==> src/phlt_pkg.sv <==
// ============================================================================
// phlt_pkg
// Shared types and constants of the pulse high/low timer.
// ============================================================================
package phlt_pkg;

    // Width of the internal run counter and edge timestamps (8 to 32).
    localparam int TIME_WIDTH = 16;
    // Width of the event_time input and of every result field.
    localparam int FIELD_WIDTH = 16;

    typedef logic [TIME_WIDTH-1:0]  time_t;
    typedef logic [FIELD_WIDTH-1:0] field_t;

    typedef struct packed {
        logic   pin_level;
        field_t event_time;
    } item_t;

    typedef struct packed {
        field_t high_time;
        field_t low_time;
        field_t pulse_count;
    } result_t;

    // Brings a time value onto a result field, truncating or zero-extending.
    function automatic field_t time_to_field(input time_t t);
        return FIELD_WIDTH'(t);
    endfunction

    // Brings an input timestamp into the internal time width.
    function automatic time_t field_to_time(input field_t f);
        return TIME_WIDTH'(f);
    endfunction

endpackage

==> src/phlt_in_stage.sv <==
// ============================================================================
// phlt_in_stage
// Input register: captures one item per transfer and holds it for the core.
// ============================================================================
module phlt_in_stage (
    input  logic            aclk,
    input  logic            aresetn,
    input  logic            s_valid,
    output logic            s_ready,
    input  phlt_pkg::item_t s_item,
    input  logic            take,
    output logic            item_valid,
    output phlt_pkg::item_t item
);
    import phlt_pkg::*;

    logic  valid_reg;
    logic  valid_next;
    item_t item_reg;

    // The register can refill in the same cycle its item moves on.
    assign s_ready    = !valid_reg || take;
    assign valid_next = (s_valid && s_ready) || (valid_reg && !take);

    always_ff @(posedge aclk) begin
        if (!aresetn) begin
            valid_reg <= 1'b0;
        end else begin
            valid_reg <= valid_next;
        end
    end

    always_ff @(posedge aclk) begin
        if (s_valid && s_ready) begin
            item_reg <= s_item;
        end
    end

    assign item_valid = valid_reg;
    assign item       = item_reg;

endmodule

==> src/phlt_core.sv <==
// ============================================================================
// phlt_core
// Measurement state and its per-item update.
// ============================================================================
module phlt_core (
    input  logic              aclk,
    input  logic              aresetn,
    input  logic              mode_wr,
    input  logic              mode_data,
    input  logic              fire,
    input  phlt_pkg::item_t   item,
    output phlt_pkg::result_t result
);
    import phlt_pkg::*;

    logic   sample_mode_reg;
    logic   level_seen_reg;
    logic   level_seen_next;
    time_t  run_reg;
    time_t  run_next;
    time_t  high_width_reg;
    time_t  high_width_next;
    time_t  low_width_reg;
    time_t  low_width_next;
    field_t pulses_reg;
    field_t pulses_next;
    time_t  stamp;
    time_t  width;

    assign stamp = field_to_time(item.event_time);
    assign width = stamp - run_reg;

    always_comb begin
        level_seen_next = level_seen_reg;
        run_next        = run_reg;
        high_width_next = high_width_reg;
        low_width_next  = low_width_reg;
        pulses_next     = pulses_reg;
        if (sample_mode_reg) begin
            if (item.pin_level == level_seen_reg) begin
                run_next = run_reg + TIME_WIDTH'(1);
            end else if (item.pin_level) begin
                low_width_next  = run_reg;
                run_next        = '0;
                level_seen_next = 1'b1;
            end else begin
                high_width_next = run_reg;
                run_next        = '0;
                level_seen_next = 1'b0;
                pulses_next     = pulses_reg + FIELD_WIDTH'(1);
            end
        end else if (item.pin_level != level_seen_reg) begin
            if (item.pin_level) begin
                low_width_next = width;
            end else begin
                high_width_next = width;
                pulses_next     = pulses_reg + FIELD_WIDTH'(1);
            end
            run_next        = stamp;
            level_seen_next = item.pin_level;
        end
    end

    always_ff @(posedge aclk) begin
        if (!aresetn) begin
            sample_mode_reg <= 1'b0;
            level_seen_reg  <= 1'b0;
            run_reg         <= '0;
            high_width_reg  <= '0;
            low_width_reg   <= '0;
            pulses_reg      <= '0;
        end else begin
            if (mode_wr) begin
                sample_mode_reg <= mode_data;
            end
            if (fire) begin
                level_seen_reg <= level_seen_next;
                run_reg        <= run_next;
                high_width_reg <= high_width_next;
                low_width_reg  <= low_width_next;
                pulses_reg     <= pulses_next;
            end
        end
    end

    assign result.high_time   = time_to_field(high_width_next);
    assign result.low_time    = time_to_field(low_width_next);
    assign result.pulse_count = pulses_next;

endmodule

==> src/phlt_out_stage.sv <==
// ============================================================================
// phlt_out_stage
// Result register: holds one result until the downstream side takes it.
// ============================================================================
module phlt_out_stage (
    input  logic              aclk,
    input  logic              aresetn,
    input  logic              load,
    input  phlt_pkg::result_t result,
    output logic              load_ready,
    output logic              m_valid,
    input  logic              m_ready,
    output phlt_pkg::result_t m_result
);
    import phlt_pkg::*;

    logic    valid_reg;
    logic    valid_next;
    result_t result_reg;

    assign load_ready = !valid_reg || m_ready;
    assign valid_next = load || (valid_reg && !m_ready);

    always_ff @(posedge aclk) begin
        if (!aresetn) begin
            valid_reg <= 1'b0;
        end else begin
            valid_reg <= valid_next;
        end
    end

    always_ff @(posedge aclk) begin
        if (load) begin
            result_reg <= result;
        end
    end

    assign m_valid  = valid_reg;
    assign m_result = result_reg;

endmodule

==> src/pulse_high_low_timer_top.sv <==
// ============================================================================
// pulse_high_low_timer_top
// Pin high/low width timer and pulse counter with sampled and timestamp modes.
// ============================================================================
// Path: an item passes through the input register, then the core and the result register, to m_.
// Throughput: one item per cycle while the receiver takes results without stalling.
// Up to two items are held inside (input register and result register).
// Reset (aresetn low, synchronous) clears both registers' valid flags, the
// stored level (low), run counter, widths, pulse count and sample_mode.
module pulse_high_low_timer_top (
    input  logic                 aclk,
    input  logic                 aresetn,
    // Configuration write channel: bit 0 of cfg_data is sample_mode.
    input  logic                 cfg_valid,
    output logic                 cfg_ready,
    input  logic                 cfg_data,
    // Input channel: one pin sample or edge event per transfer.
    input  logic                 s_valid,
    output logic                 s_ready,
    input  logic                 s_pin_level,
    input  phlt_pkg::field_t     s_event_time,
    // Result channel: one result per input transfer.
    output logic                 m_valid,
    input  logic                 m_ready,
    output phlt_pkg::field_t     m_high_time,
    output phlt_pkg::field_t     m_low_time,
    output phlt_pkg::field_t     m_pulse_count
);
    import phlt_pkg::*;

    item_t   s_item;
    item_t   item;
    logic    item_valid;
    logic    load_ready;
    logic    fire;
    result_t result;
    result_t m_result;

    // The mode register is always ready; the user must write it only while idle (unenforced).
    assign cfg_ready = 1'b1;

    assign s_item.pin_level  = s_pin_level;
    assign s_item.event_time = s_event_time;

    // An item is processed when it sits in the input register and the
    // result register is empty or is being emptied in this cycle.
    assign fire = item_valid && load_ready;

    phlt_in_stage u_in_stage (
        .aclk       (aclk),
        .aresetn    (aresetn),
        .s_valid    (s_valid),
        .s_ready    (s_ready),
        .s_item     (s_item),
        .take       (fire),
        .item_valid (item_valid),
        .item       (item)
    );

    // The core updates its state and forms the result in the same cycle,
    // so the following item sees the updated state.
    phlt_core u_core (
        .aclk      (aclk),
        .aresetn   (aresetn),
        .mode_wr   (cfg_valid && cfg_ready),
        .mode_data (cfg_data),
        .fire      (fire),
        .item      (item),
        .result    (result)
    );

    phlt_out_stage u_out_stage (
        .aclk       (aclk),
        .aresetn    (aresetn),
        .load       (fire),
        .result     (result),
        .load_ready (load_ready),
        .m_valid    (m_valid),
        .m_ready    (m_ready),
        .m_result   (m_result)
    );

    assign m_high_time   = m_result.high_time;
    assign m_low_time    = m_result.low_time;
    assign m_pulse_count = m_result.pulse_count;

endmodule

==> config.mk <==
export PLATFORM = sky130hd
export DESIGN_NAME = pulse_high_low_timer_top
export DESIGN_NICKNAME = d
export VERILOG_FILES = /design/src/phlt_pkg.sv /design/src/phlt_in_stage.sv /design/src/phlt_core.sv /design/src/phlt_out_stage.sv /design/src/pulse_high_low_timer_top.sv
export SDC_FILE = /design/constraint.sdc
export NUM_CORES = 1
export LEC_CHECK = 0
export BUFFER_PORTS_ARGS = -buffer_cell sky130_fd_sc_hd__buf_2
export CORE_MARGIN = 2
export CORE_UTILIZATION = 47
export DETAILED_ROUTE_END_ITERATION = 8
export PLACE_DENSITY = 0.78
export SLEW_MARGIN = 25
export SYNTH_ARGS = -nofsm -noshare
export SYNTH_HDL_FRONTEND = slang
export SYNTH_SLANG_ARGS = --single-unit
==> constraint.sdc <==
create_clock -name aclk -period 3.4 [get_ports aclk]
set_input_delay 0 -clock aclk [delete_from_list [all_inputs] [get_ports aclk]]
set_output_delay 0 -clock aclk [all_outputs]
set_load 0.02 [all_outputs]
# Word-level counts from Yosys, hierarchy flattened
# Cells that the tools add are included.
# word_totals
register_bits	133
in_bits	23
elab_cells	55
out_inout_bits	51
# op_classes
n_eq_ne	3
muxes	21
n_addsub	3
n_reduce_logical	15
# ops
cell	count
16-bit 2-to-1 mux	17
16-bit by 1-bit adder with 16-bit output (second input constant)	2
16-bit subtractor	1
1-bit logical AND	4
1-bit logical NOT	4
1-bit logical OR	4
1-bit 2-to-1 mux	4
3-bit AND reduction	1
2-bit != test (second input constant)	1
2-bit AND reduction	1
2-bit nonzero test	1
1-bit == test	1
1-bit != test	1

# Depth between registers and ports, before layout
# Gate-level depths: netlist of run 1.
# logic_depth
word_depth	6
ltp_mapped	10
mapped_depth_nobuf	10

# Cells and area by module
# Synthesis of run 1 repeated with hierarchy kept, for this count alone.
# hier_totals
cells_unflattened	673
area_unflattened_um2	6556.3
# modules_own_cells
mod	instances	cells_each	area_each_um2	seq_area_each_um2
phlt_core	1	596	4480.5	1321.3
phlt_out_stage	1	52	1490.2	1461.4
phlt_in_stage	1	22	568.0	530.5
pulse_high_low_timer_top	1	3	17.5	0.0

# Worst setup path before layout of run 1
# OpenSTA, ideal clock, no wires.
# synth_timing
path_type	reg2reg
start	register u_out_stage.valid_reg, in the netlist u_out_stage.m_valid
end	register u_out_stage.result_reg (netlist bit u_out_stage.m_result[0]) (enable)
path_buffers	2
period_less_slack_ps	2860
path_slack_ps	540
required_time_ps	2969
stages_incl_launch_ff	6
arrival_ps	2429
cell_sequence	dfxtp_1 > nor2b_1 > nand2b_1 > buf_2 > inv_8 > clkbuf_1
# synth_between
elab_chain_len	3
# synth_rtl
item	line	rtl
start, declared	phlt_out_stage.sv:17	logic valid_reg;
start signal, assigned	phlt_out_stage.sv:28	valid_reg <= valid_next;
1-bit logical NOT	phlt_out_stage.sv:21	assign load_ready = !valid_reg || m_ready;
1-bit logical OR	phlt_out_stage.sv:21	
1-bit logical AND	pulse_high_low_timer_top.sv:47	assign fire = item_valid && load_ready;
named net fire	pulse_high_low_timer_top.sv:35	logic fire;
end signal, assigned	phlt_out_stage.sv:34	result_reg <= result;
end, declared	phlt_out_stage.sv:19	result_t result_reg;
# The timed path passes the listed nets, and every way through them passes these cells.
# A chain may end at the register's enable or synchronous reset.

==> results of run 1 <==
[worst max path at each step]
stage                                endpoint
floorplan             u_out_stage.m_result[0]
global placement    u_core.high_width_reg[12]
detailed placement   u_out_stage.m_result[26]
CTS                  u_out_stage.m_result[42]
global route         u_out_stage.m_result[26]
finish               u_out_stage.m_result[42]
[critical path, cell delays in order, from the launching register on]
cell	delay (ns)
dfxtp_1	0.39
ha_1	0.24
fa_1	0.43
nor2b_4	0.15
o211ai_2	0.11
a211oi_2	0.38
nor2_1	0.11
xnor2_1	0.15
mux2i_1	0.38
o21ai_1	0.11
[per-stage QoR]
step | hold slack, ns | cells | utilization [%] | area (sq um)
2_1_floorplan | 0.0989 | 719 | - | 6670
3_3_place_gp | 0.178 | 947 | 51.7 | 7180
3_5_place_dp | 0.178 | 947 | 51.7 | 7180
4_1_cts | 0.0532 | 1001 | 57.4 | 7970
5_1_grt | 0.0657 | 1001 | 57.4 | 7970
6_report | 0.0674 | 1001 | 57.4 | 7970
[routing by layer]
| layer | routed length [microns] | share of wire [%] |
|---|---|---|
| met1 | 7230 | 48 |
| met2 | 6800 | 45 |
| met3 | 994 | 6.5 |
| met4 | 194 | 1.3 |
| met5 | 0 | 0 |
[synthesized netlist by cell type, drive strengths merged, types with 8 or more instances]
master,number
a31oi,14
ha,17
and2,8
xnor2,25
a211oi,11
nor2,73
a21oi,62
nand3,22
o21ai,60
clkbuf,28
nor3,15
and3,12
dfxtp,68
nand2,88
xor2,12
inv,27
edfxtp,65
buf,9
[final cells by class]
cell class                 instances  area [sq um]  area share, %
tap                              180           225           2.83
multi-input combinational        521          3070           38.5
inverter                          27           109           1.37
sequential                       133          3310           41.6
timing repair buffer             108           686           8.61
clock inverter                    11           105           1.32
clock buffer                      21           460           5.78
[power groups by stage]
stage               Combinational [uW]  Clock (uW)  Sequential [uW]
finish                             553        1730             1800
global route                       610        1840             1810
CTS                                548        1760             1800
detailed placement                 525           0             1840
global placement                   516           0             1830
floorplan                          352           0             1860
[logic make-up after synthesis]
kind of cell | Yosys count
flops | 133
compound gates | 208
simple gates | 251
buf+inv | 65
fa+ha+maj | 18
other cells | 1
xor+xnor | 37
mux | 6
[what timing repair did]
| item | 4_1_cts | 5_1_grt |
|---|---|---|
| endpoints found under the hold margin | 20 | 0 |
| hold buffers | 22 | 0 |
| setup buffers | 0 | 0 |
==> metrics, run 1 <==
via count=5553; CTS Root Buffer Type=clkbuf_16; worst hold path type=input pin to flop; # resized after CTS=0; depth of the most critical reg-to-reg path=9; grt total ovfl=0; number of synthesized flops with an enable pin=65; num ports=74; sequential share of power=44.1%; crit end category=flop; layout cells sized above 1=15.8%; Synthesis Warnings=0; WL/cell=15.2 microns; DIE AREA=15200 sq um; Mapped Cells=719; Fmax=0.367 GHz; clock buffer depth=2; commonest non-fill, non-tap cell in the layout=nand2_1; number of antenna diodes=0; Hold Crit Endpoint=u_core.low_width_reg[3]; Pre-antenna DRT Iters=5; Post-Syn Area=6670 sq um; DRC viols=0; largest family of logic cells by synthesized area=compound AO/OA/AOI/OAI gates; commonest non-fill, non-tap cells in the layout=nand2_1 (88), nor2_1 (72), buf_2 (72); GP Congestion=0.982; sequential share of the synthesized area=49.6%; worst-path fanout max=9; Inserted Clock Buffers=17; outcome=finished clean; count of different cell masters after synthesis=71; clock network fraction of total power=42.3%; post-synthesis compound-gate area fraction=19.4%; Synth top area share=29.2%; Slew Viols, Final=0; Rel. slew slack=46.9%; Clock Latency Late Sink=0.43 ns; met3 GRT Util=6.13%; crit start category=flop; H-tree depth=4; Sink Count=133; minimum clock period=2.72 ns; simple-gate share of the synthesized area=17.3%; Hold Crit Start=aresetn; worst r2r src=u_core.run_reg[0]; Die W=123 microns; Clk pin slew, worst setup/hold paths=0.06 ns; Pleak=0.00299 uW; Layout area overhead=19.4%; XOR/XNOR share of the synthesized area=4.86%; Core Rows=43; Worst Setup SP=u_core.run_reg[0]; antenna violations before repair=0; TritonCTS clock tree=done; Worst EP required=3.56 ns; Most Used Layer, Global Route=met2; async set-or-reset flop fraction in the synthesized netlist=0%; WL final=15200 microns; Hold Path Stages=2; worst reg2reg setup slack=0.68 ns; maximum vdd drop=0.363 mV; synthesized flop and latch total=133; # Max-Cap Violations=0; largest net degree at the start of global routing=43; GR Util met1=30.5%; critical path class=flop to flop; switching pwr=1080 uW; switching fraction of total power=26.4%; gr usage total=21.2%; Period Utilization, post-route=80.1%; Post-Synth Adder-Cell Area=3.49%; core area=13900 sq um; unrepaired setup endpoints after global routing=no; max reg flops=48; Buffers on Ports=72; average cell area after synthesis=9.28 sq um; final hold vios=0; vias in the first global route=4988; Placement Setup Slack=0.757 ns; Internal Pwr Total=3010 uW; FILL cells=1201; pwr/cell area=513 nW/um^2; Reg2Reg Capture Point=u_out_stage.m_result[42]; Worst Skew=0.0131 ns; endpoints failing setup=0; fraction of synthesized area in multiplexers=0.919%; Final TNS setup=0 ns; worst setup margin=0.678 ns; dominant cells by area after synthesis=edfxtp_1 (29%), dfxtp_1 (20%), nand2_1 (4.9%); Syn Nets=760; worst-margin pin slew=0.796 ns; routed vias/inst=5.55; die height=123 microns; global-route wire length before repair=24800 microns; total power=4090 uW; Synth area leader=edfxtp_1; DRT iter0 DRCs=542; Final HPWL DP=10400 microns; fin nets=849; Main synth FF type=dfxtp_1; combinational group share of total power=13.5%; residual antenna-violating net count after detailed routing=0; crit path DAT=2.88 ns; GR Layer Usage met2=31.2%; initial core utilization=48.1%
No activity file was read; power rests on OpenSTA's default activity.
==> run 2, diff against run 1 <==
--- a/config.mk
+++ b/config.mk
@@ -5,11 +5,12 @@
 export SDC_FILE = /design/constraint.sdc
 export NUM_CORES = 1
 export LEC_CHECK = 0
+export ABC_AREA = 1
 export BUFFER_PORTS_ARGS = -buffer_cell sky130_fd_sc_hd__buf_2
 export CORE_MARGIN = 2
 export CORE_UTILIZATION = 47
 export DETAILED_ROUTE_END_ITERATION = 8
-export PLACE_DENSITY = 0.78
+export PLACE_DENSITY = 0.81
 export SLEW_MARGIN = 25
 export SYNTH_ARGS = -nofsm -noshare
 export SYNTH_HDL_FRONTEND = slang
==> constraint.sdc (replaced) <==
create_clock -name aclk -period 2.5 [get_ports aclk]
set_input_delay 0 -clock aclk [delete_from_list [all_inputs] [get_ports aclk]]
set_output_delay 0 -clock aclk [all_outputs]
set_load 0.02 [all_outputs]
==> metrics, run 2 <==
number of synthesized flops with an enable pin=65 (unchanged); via count=6288 (was 5553); DIE AREA=15800 sq um (was 15200 sq um); unrepaired setup endpoints after global routing=no (unchanged); Final TNS setup=0 ns (unchanged); Worst EP required=2.81 ns (was 3.56 ns); Worst Skew=0.00964 ns (was 0.0131 ns); crit start category=flop (unchanged); num ports=74 (unchanged); Mapped Cells=912 (was 719); Main synth FF type=dfxtp_1 (unchanged); Pre-antenna DRT Iters=6 (was 5); pwr/cell area=730 nW/um^2 (was 513 nW/um^2); area post-placement=7580 sq um (was 7180 sq um); count of different cell masters after synthesis=39 (was 71); Final HPWL DP=11600 microns (was 10400 microns); Layout area overhead=20.8% (was 19.4%); crit end category=flop (unchanged); crit path DAT=2.58 ns (was 2.88 ns); outcome=finished clean (unchanged); vias in the first global route=5812 (was 4988); Hold Path Stages=3 (was 2); global-route wire length before repair=27400 microns (was 24800 microns); worst-margin pin slew=0.895 ns (was 0.796 ns); final hold vios=0 (unchanged); H-tree depth=4 (unchanged); # Max-Cap Violations=0 (unchanged); depth of the most critical reg-to-reg path=11 (was 9); Synth area leader=edfxtp_1 (unchanged); Die W=126 microns (was 123 microns); number of antenna diodes=0 (unchanged); DRT iter0 DRCs=570 (was 542); postcts setup bufs=0 (unchanged); CTS Root Buffer Type=clkbuf_16 (unchanged); residual antenna-violating net count after detailed routing=0 (unchanged); Hold Crit Endpoint=u_core.low_width_reg[7] (was u_core.low_width_reg[3]); Sink Count=133 (unchanged); worst hold path type=input pin to flop (unchanged); TritonCTS clock tree=done (unchanged); Worst Setup SP=u_in_stage.item[0] (was u_core.run_reg[0]); synthesized flop and latch total=133 (unchanged); Final Core Density=58.0% (was 57.4%); Slew Viols, Final=0 (unchanged); initial core utilization=48.0% (was 48.1%); Rel. slew slack=40.2% (was 46.9%); layout cells sized above 1=13.1% (was 15.8%); average cell area after synthesis=7.65 sq um (was 9.28 sq um); sequential share of the synthesized area=47.5% (was 49.6%); fin nets=1051 (was 849); Synthesis Warnings=0 (unchanged); clock buffer depth=2 (unchanged); WL/cell=13.9 microns (was 15.2 microns); maximum vdd drop=0.449 mV (was 0.363 mV); Synth top area share=28.0% (was 29.2%); WHS=0.0768 ns (was 0.0674 ns); GP Congestion=0.942 (was 0.982); worst reg2reg setup slack=0.24 ns (was 0.68 ns); Inserted Clock Buffers=17 (unchanged); WL final=16700 microns (was 15200 microns); DRC viols=0 (unchanged); routed vias/inst=5.21 (was 5.55); Post-Syn Area=6970 sq um (was 6670 sq um); die height=126 microns (was 123 microns); Buffers on Ports=72 (unchanged); Fmax=0.442 GHz (was 0.367 GHz); worst r2r src=u_in_stage.item[0] (was u_core.run_reg[0]); gr usage total=21.5% (was 21.2%); Clk pin slew, worst setup/hold paths=0.06 ns (about the same); Post-Layout Inst Area=8420 sq um (was 7970 sq um); Period Utilization, post-route=90.6% (was 80.1%); max reg flops=48 (unchanged); worst-path fanout max=3 (was 9); critical path class=flop to flop (unchanged); minimum clock period=2.26 ns (was 2.72 ns); antenna violations before repair=0 (unchanged); commonest non-fill, non-tap cell in the layout=nand2_1 (unchanged); commonest non-fill, non-tap cells in the layout=nand2_1 (219), inv_1 (148), o21ai_0 (79) (was nand2_1 (88), nor2_1 (72), buf_2 (72)); Core Rows=44 (was 43); async set-or-reset flop fraction in the synthesized netlist=0% (unchanged); dominant cells by area after synthesis=edfxtp_1 (28%), dfxtp_1 (20%), nand2_1 (12%) (was edfxtp_1 (29%), dfxtp_1 (20%), nand2_1 (4.9%)); Reg2Reg Capture Point=u_core.low_width_reg[4] (was u_out_stage.m_result[42]); largest net degree at the start of global routing=56 (was 43); Clock Latency Late Sink=0.42 ns (was 0.43 ns); endpoints failing setup=0 (unchanged); grt total ovfl=0 (unchanged); Synth top cells by count=nand2_1 (219), inv_1 (149), o21ai_0 (80), nor2_1 (73), a21oi_1 (69) (was nand2_1 (88), nor2_1 (72), dfxtp_1 (68), edfxtp_1 (65), a21oi_1 (62)); core area=14500 sq um (was 13900 sq um); top-count cell post-synth=nand2_1 (unchanged); Syn Nets=953 (was 760); Pleak=0.00408 uW (was 0.00299 uW); Hold Crit Start=aresetn (unchanged)
==> run 2: cell types whose count changed in the layout (fill, tap and decap cells not counted), sizes merged, moves of 10 or more <==
cell / before / now
xnor2: 25 / 3
nor3: 15 / 5
and3: 12 / 0
nand2: 88 / 221
nand3: 22 / 60
a31oi: 14 / 1
o21ai: 60 / 83
inv: 28 / 152
==> run 2: worst max-delay path by stage <==
stage                                   end  slack (ns)  depth (start not counted)
finish              u_core.low_width_reg[4]        0.24                         11
global route        u_core.low_width_reg[4]        0.09                         11
CTS                 u_core.low_width_reg[4]        0.09                         11
detailed placement  u_core.low_width_reg[4]        0.13                         11
global placement    u_core.low_width_reg[4]        0.16                         11
floorplan           u_out_stage.m_result[0]        0.34                          5
==> run 2: what timing repair did <==
item	4_1_cts	5_1_grt
hold buffers	22	0
hold endpoints to repair	20	0
gates resized for setup	0	1
setup endpoints to repair	0	1
==> run 2: stage by stage <==
stage / power (uW) / worst slack, ns / instances
global placement: 3510 / 0.156 / 1153
global route: 6430 / 0.0918 / 1207
CTS: 6180 / 0.0863 / 1207
floorplan: 3260 / 0.336 / 912
detailed placement: 3540 / 0.126 / 1153
finish: 6150 / 0.235 / 1207
==> run 2: kinds of logic (layout without fill, tap and decap cells) <==
logic type                 after synthesis  in the layout  synth area share, %
buffers and inverters                  185            296                 10.1
AOI/OAI and AO/OA                      180            180                 13.9
DFF                                    133            133                 47.5
other                                    1              1               0.0538
and+or+nand+nor                        376            376                 22.6
xor gates and xnor gates                19             19                 2.49
adders and majority gates               18             18                 3.34
==> run 2: layout make-up <==
type                       instances  area, sq um
multi-input combinational        594         2960
inverter                         152          573
tap                              184          230
timing repair buffer             112          728
sequential                       133         3310
clock buffer                      24          514
fill                            1302         6110
clock inverter                     8          109
==> run 2: routing by layer <==
layer	up-vias	track usage, %	wire length, microns
met1	2854	27.7	7290
met4	0	8.99	382
met2	241	35.2	7930
met3	34	4.46	1140
met5	-	0	0
li1	3159	-	-
==> run 2: where the power goes <==
part / internal, uW / switching (uW)
Clock: 1650 / 955
Sequential: 2460 / 87.5
Combinational: 343 / 656
==> run 2: worst max-delay path, stage by stage, from the launching register on <==
cell	delay, ns
edfxtp_1	0.31
inv_1	0.06
ha_1	0.23
fa_1	0.41
inv_1	0.09
nand3_1	0.07
nand3_1	0.17
xor2_1	0.10
o21ai_1	0.29
o21ai_0	0.20
o21ai_0	0.18
inv_1	0.05
==> run 3, diff against run 2 <==
--- a/config.mk
+++ b/config.mk
@@ -7,10 +7,12 @@
 export LEC_CHECK = 0
 export ABC_AREA = 1
 export BUFFER_PORTS_ARGS = -buffer_cell sky130_fd_sc_hd__buf_2
+export CELL_PAD_IN_SITES_DETAIL_PLACEMENT = 0
+export CELL_PAD_IN_SITES_GLOBAL_PLACEMENT = 1
 export CORE_MARGIN = 2
-export CORE_UTILIZATION = 47
+export CORE_UTILIZATION = 39
 export DETAILED_ROUTE_END_ITERATION = 8
-export PLACE_DENSITY = 0.81
+export PLACE_DENSITY = 0.88
 export SLEW_MARGIN = 25
 export SYNTH_ARGS = -nofsm -noshare
 export SYNTH_HDL_FRONTEND = slang
==> metrics, run 3 (synthesized netlist as in run 2, its figures left out) <==
initial core utilization=40.0% (was 48.0%); total power=6170 uW (was 6150 uW); worst-path fanout max=3 (unchanged); Clock Latency Late Sink=0.43 ns (was 0.42 ns); vias in the first global route=5694 (was 5812); Hold Path Stages=3 (unchanged); commonest non-fill, non-tap cell in the layout=nand2_1 (unchanged); pwr/cell area=727 nW/um^2 (was 730 nW/um^2); die height=138 microns (was 126 microns); Core Rows=48 (was 44); Buffers on Ports=72 (unchanged); crit path DAT=2.52 ns (was 2.58 ns); minimum clock period=2.20 ns (was 2.26 ns); layout cells sized above 1=13.2% (was 13.1%); global-route wire length before repair=28000 microns (was 27400 microns); max reg flops=48 (unchanged); maximum vdd drop=0.530 mV (was 0.449 mV); depth of the most critical reg-to-reg path=11 (unchanged); critical path class=flop to flop (unchanged); endpoints failing setup=0 (unchanged); final hold vios=0 (unchanged); Final Core Density=48.8% (was 58.0%); Pre-antenna DRT Iters=5 (was 6); Inserted Clock Buffers=17 (unchanged); DRC viols=0 (unchanged); Hold Crit Start=aresetn (unchanged); gr usage total=19.0% (was 21.5%); clock buffer depth=2 (unchanged); via count=6055 (was 6288); residual antenna-violating net count after detailed routing=0 (unchanged); antenna violations before repair=0 (unchanged); Fmax=0.454 GHz (was 0.442 GHz); H-tree depth=4 (unchanged); Worst EP required=2.82 ns (was 2.81 ns); WHS=0.0801 ns (was 0.0768 ns); num ports=74 (unchanged); commonest non-fill, non-tap cells in the layout=nand2_1 (219), inv_1 (148), o21ai_0 (80) (was nand2_1 (219), inv_1 (148), o21ai_0 (79)); GP Congestion=0.893 (was 0.942); routed vias/inst=4.85 (was 5.21); Hold Crit Endpoint=u_core.level_seen_reg (was u_core.low_width_reg[7]); unrepaired setup endpoints after global routing=no (unchanged); Die W=138 microns (was 126 microns); DIE AREA=19000 sq um (was 15800 sq um); # Max-Cap Violations=0 (unchanged); Final TNS setup=0 ns (unchanged); Reg2Reg Capture Point=u_core.low_width_reg[4] (unchanged); Pleak=0.00407 uW (was 0.00408 uW); Slew Viols, Final=0 (unchanged); worst reg2reg setup slack=0.30 ns (was 0.24 ns); Final HPWL DP=12000 microns (was 11600 microns); worst r2r src=u_in_stage.item[0] (unchanged); DRT iter0 DRCs=495 (was 570); number of antenna diodes=0 (unchanged); crit start category=flop (unchanged); Layout area overhead=21.8% (was 20.8%); Period Utilization, post-route=88.2% (was 90.6%); worst hold path type=input pin to flop (unchanged); Clk pin slew, worst setup/hold paths=0.06 ns (about the same); Rel. slew slack=39.5% (was 40.2%); WL final=17000 microns (was 16700 microns); WL/cell=13.6 microns (was 13.9 microns); FILL cells=1701 (was 1302); placed cells=1196 (was 1153); worst-margin pin slew=0.906 ns (was 0.895 ns); fin nets=1053 (was 1051); CTS Root Buffer Type=clkbuf_16 (unchanged); TritonCTS clock tree=done (unchanged); Worst Skew=0.00804 ns (was 0.00964 ns); non-filler instance count after layout=1249 (was 1207); grt total ovfl=0 (unchanged); outcome=finished clean (unchanged); largest net degree at the start of global routing=54 (was 56); Sink Count=133 (unchanged); core area=17400 sq um (was 14500 sq um); crit end category=flop (unchanged)
[run 3: timing repair]
action,in CTS,in global routing
setup buffers,0,0
hold endpoints to repair,20,0
resized for setup,0,0
endpoints found under the setup margin,0,0
hold buffers,22,0
[run 3: layer usage]
layer	global-route usage, %	wire length (microns)	vias up	part of all wire, %
met3	4.42	710	22	4.2
li1	-	-	3156	-
met5	0	0	-	0
met1	24.6	8000	2739	47
met4	5.90	246	0	1.4
met2	31.5	8030	138	47
[run 3: worst max path at each step]
stage / start / end / slack, ns / depth (start not counted)
after detailed placement: u_in_stage.item[0] / u_core.low_width_reg[4] / 0.29 / 11
after global routing: u_in_stage.item[0] / u_core.low_width_reg[4] / 0.04 / 11
final: u_in_stage.item[0] / u_core.low_width_reg[4] / 0.30 / 11
after floorplan: u_out_stage.m_valid / u_out_stage.m_result[0] / 0.34 / 5
after CTS: u_in_stage.item[0] / u_core.low_width_reg[4] / 0.28 / 11
after global placement: u_in_stage.item[0] / u_core.high_width_reg[4] / 0.34 / 11
[run 3: cell type report]
type                       instances  area (sq um)  area share (%)
sequential                       133          3310            39.0
multi-input combinational        594          2960            34.8
timing repair buffer             114           756            8.90
clock buffer                      20           437            5.14
clock inverter                    11           178            2.09
inverter                         152           573            6.75
tap                              225           282            3.31
[run 3: worst max-delay path, stage by stage (launching register included)]
cell	delay, ns
edfxtp_1	0.33
inv_1	0.06
ha_1	0.22
fa_1	0.42
inv_1	0.12
nand3_1	0.08
nand3_1	0.15
xor2_1	0.08
o21ai_0	0.27
o21ai_0	0.15
o21ai_0	0.17
inv_1	0.06
[run 3: stage by stage]
stage / area (sq um) / setup WS, ns
3_5_place_dp: 7660 / 0.294
4_1_cts: 8490 / 0.279
2_1_floorplan: 6980 / 0.336
6_report: 8490 / 0.295
5_1_grt: 8490 / 0.0415
3_3_place_gp: 7660 / 0.339
[run 3: power breakdown]
| part | switching (uW) | total [uW] | internal, uW | leakage (uW) |
|---|---|---|---|---|
| Combinational | 642 | 989 | 347 | 0.00260 |
| Clock | 972 | 2640 | 1670 | 0.000287 |
| Sequential | 85.7 | 2540 | 2460 | 0.00119 |
| Total | 1700 | 6170 | 4480 | 0.00407 |
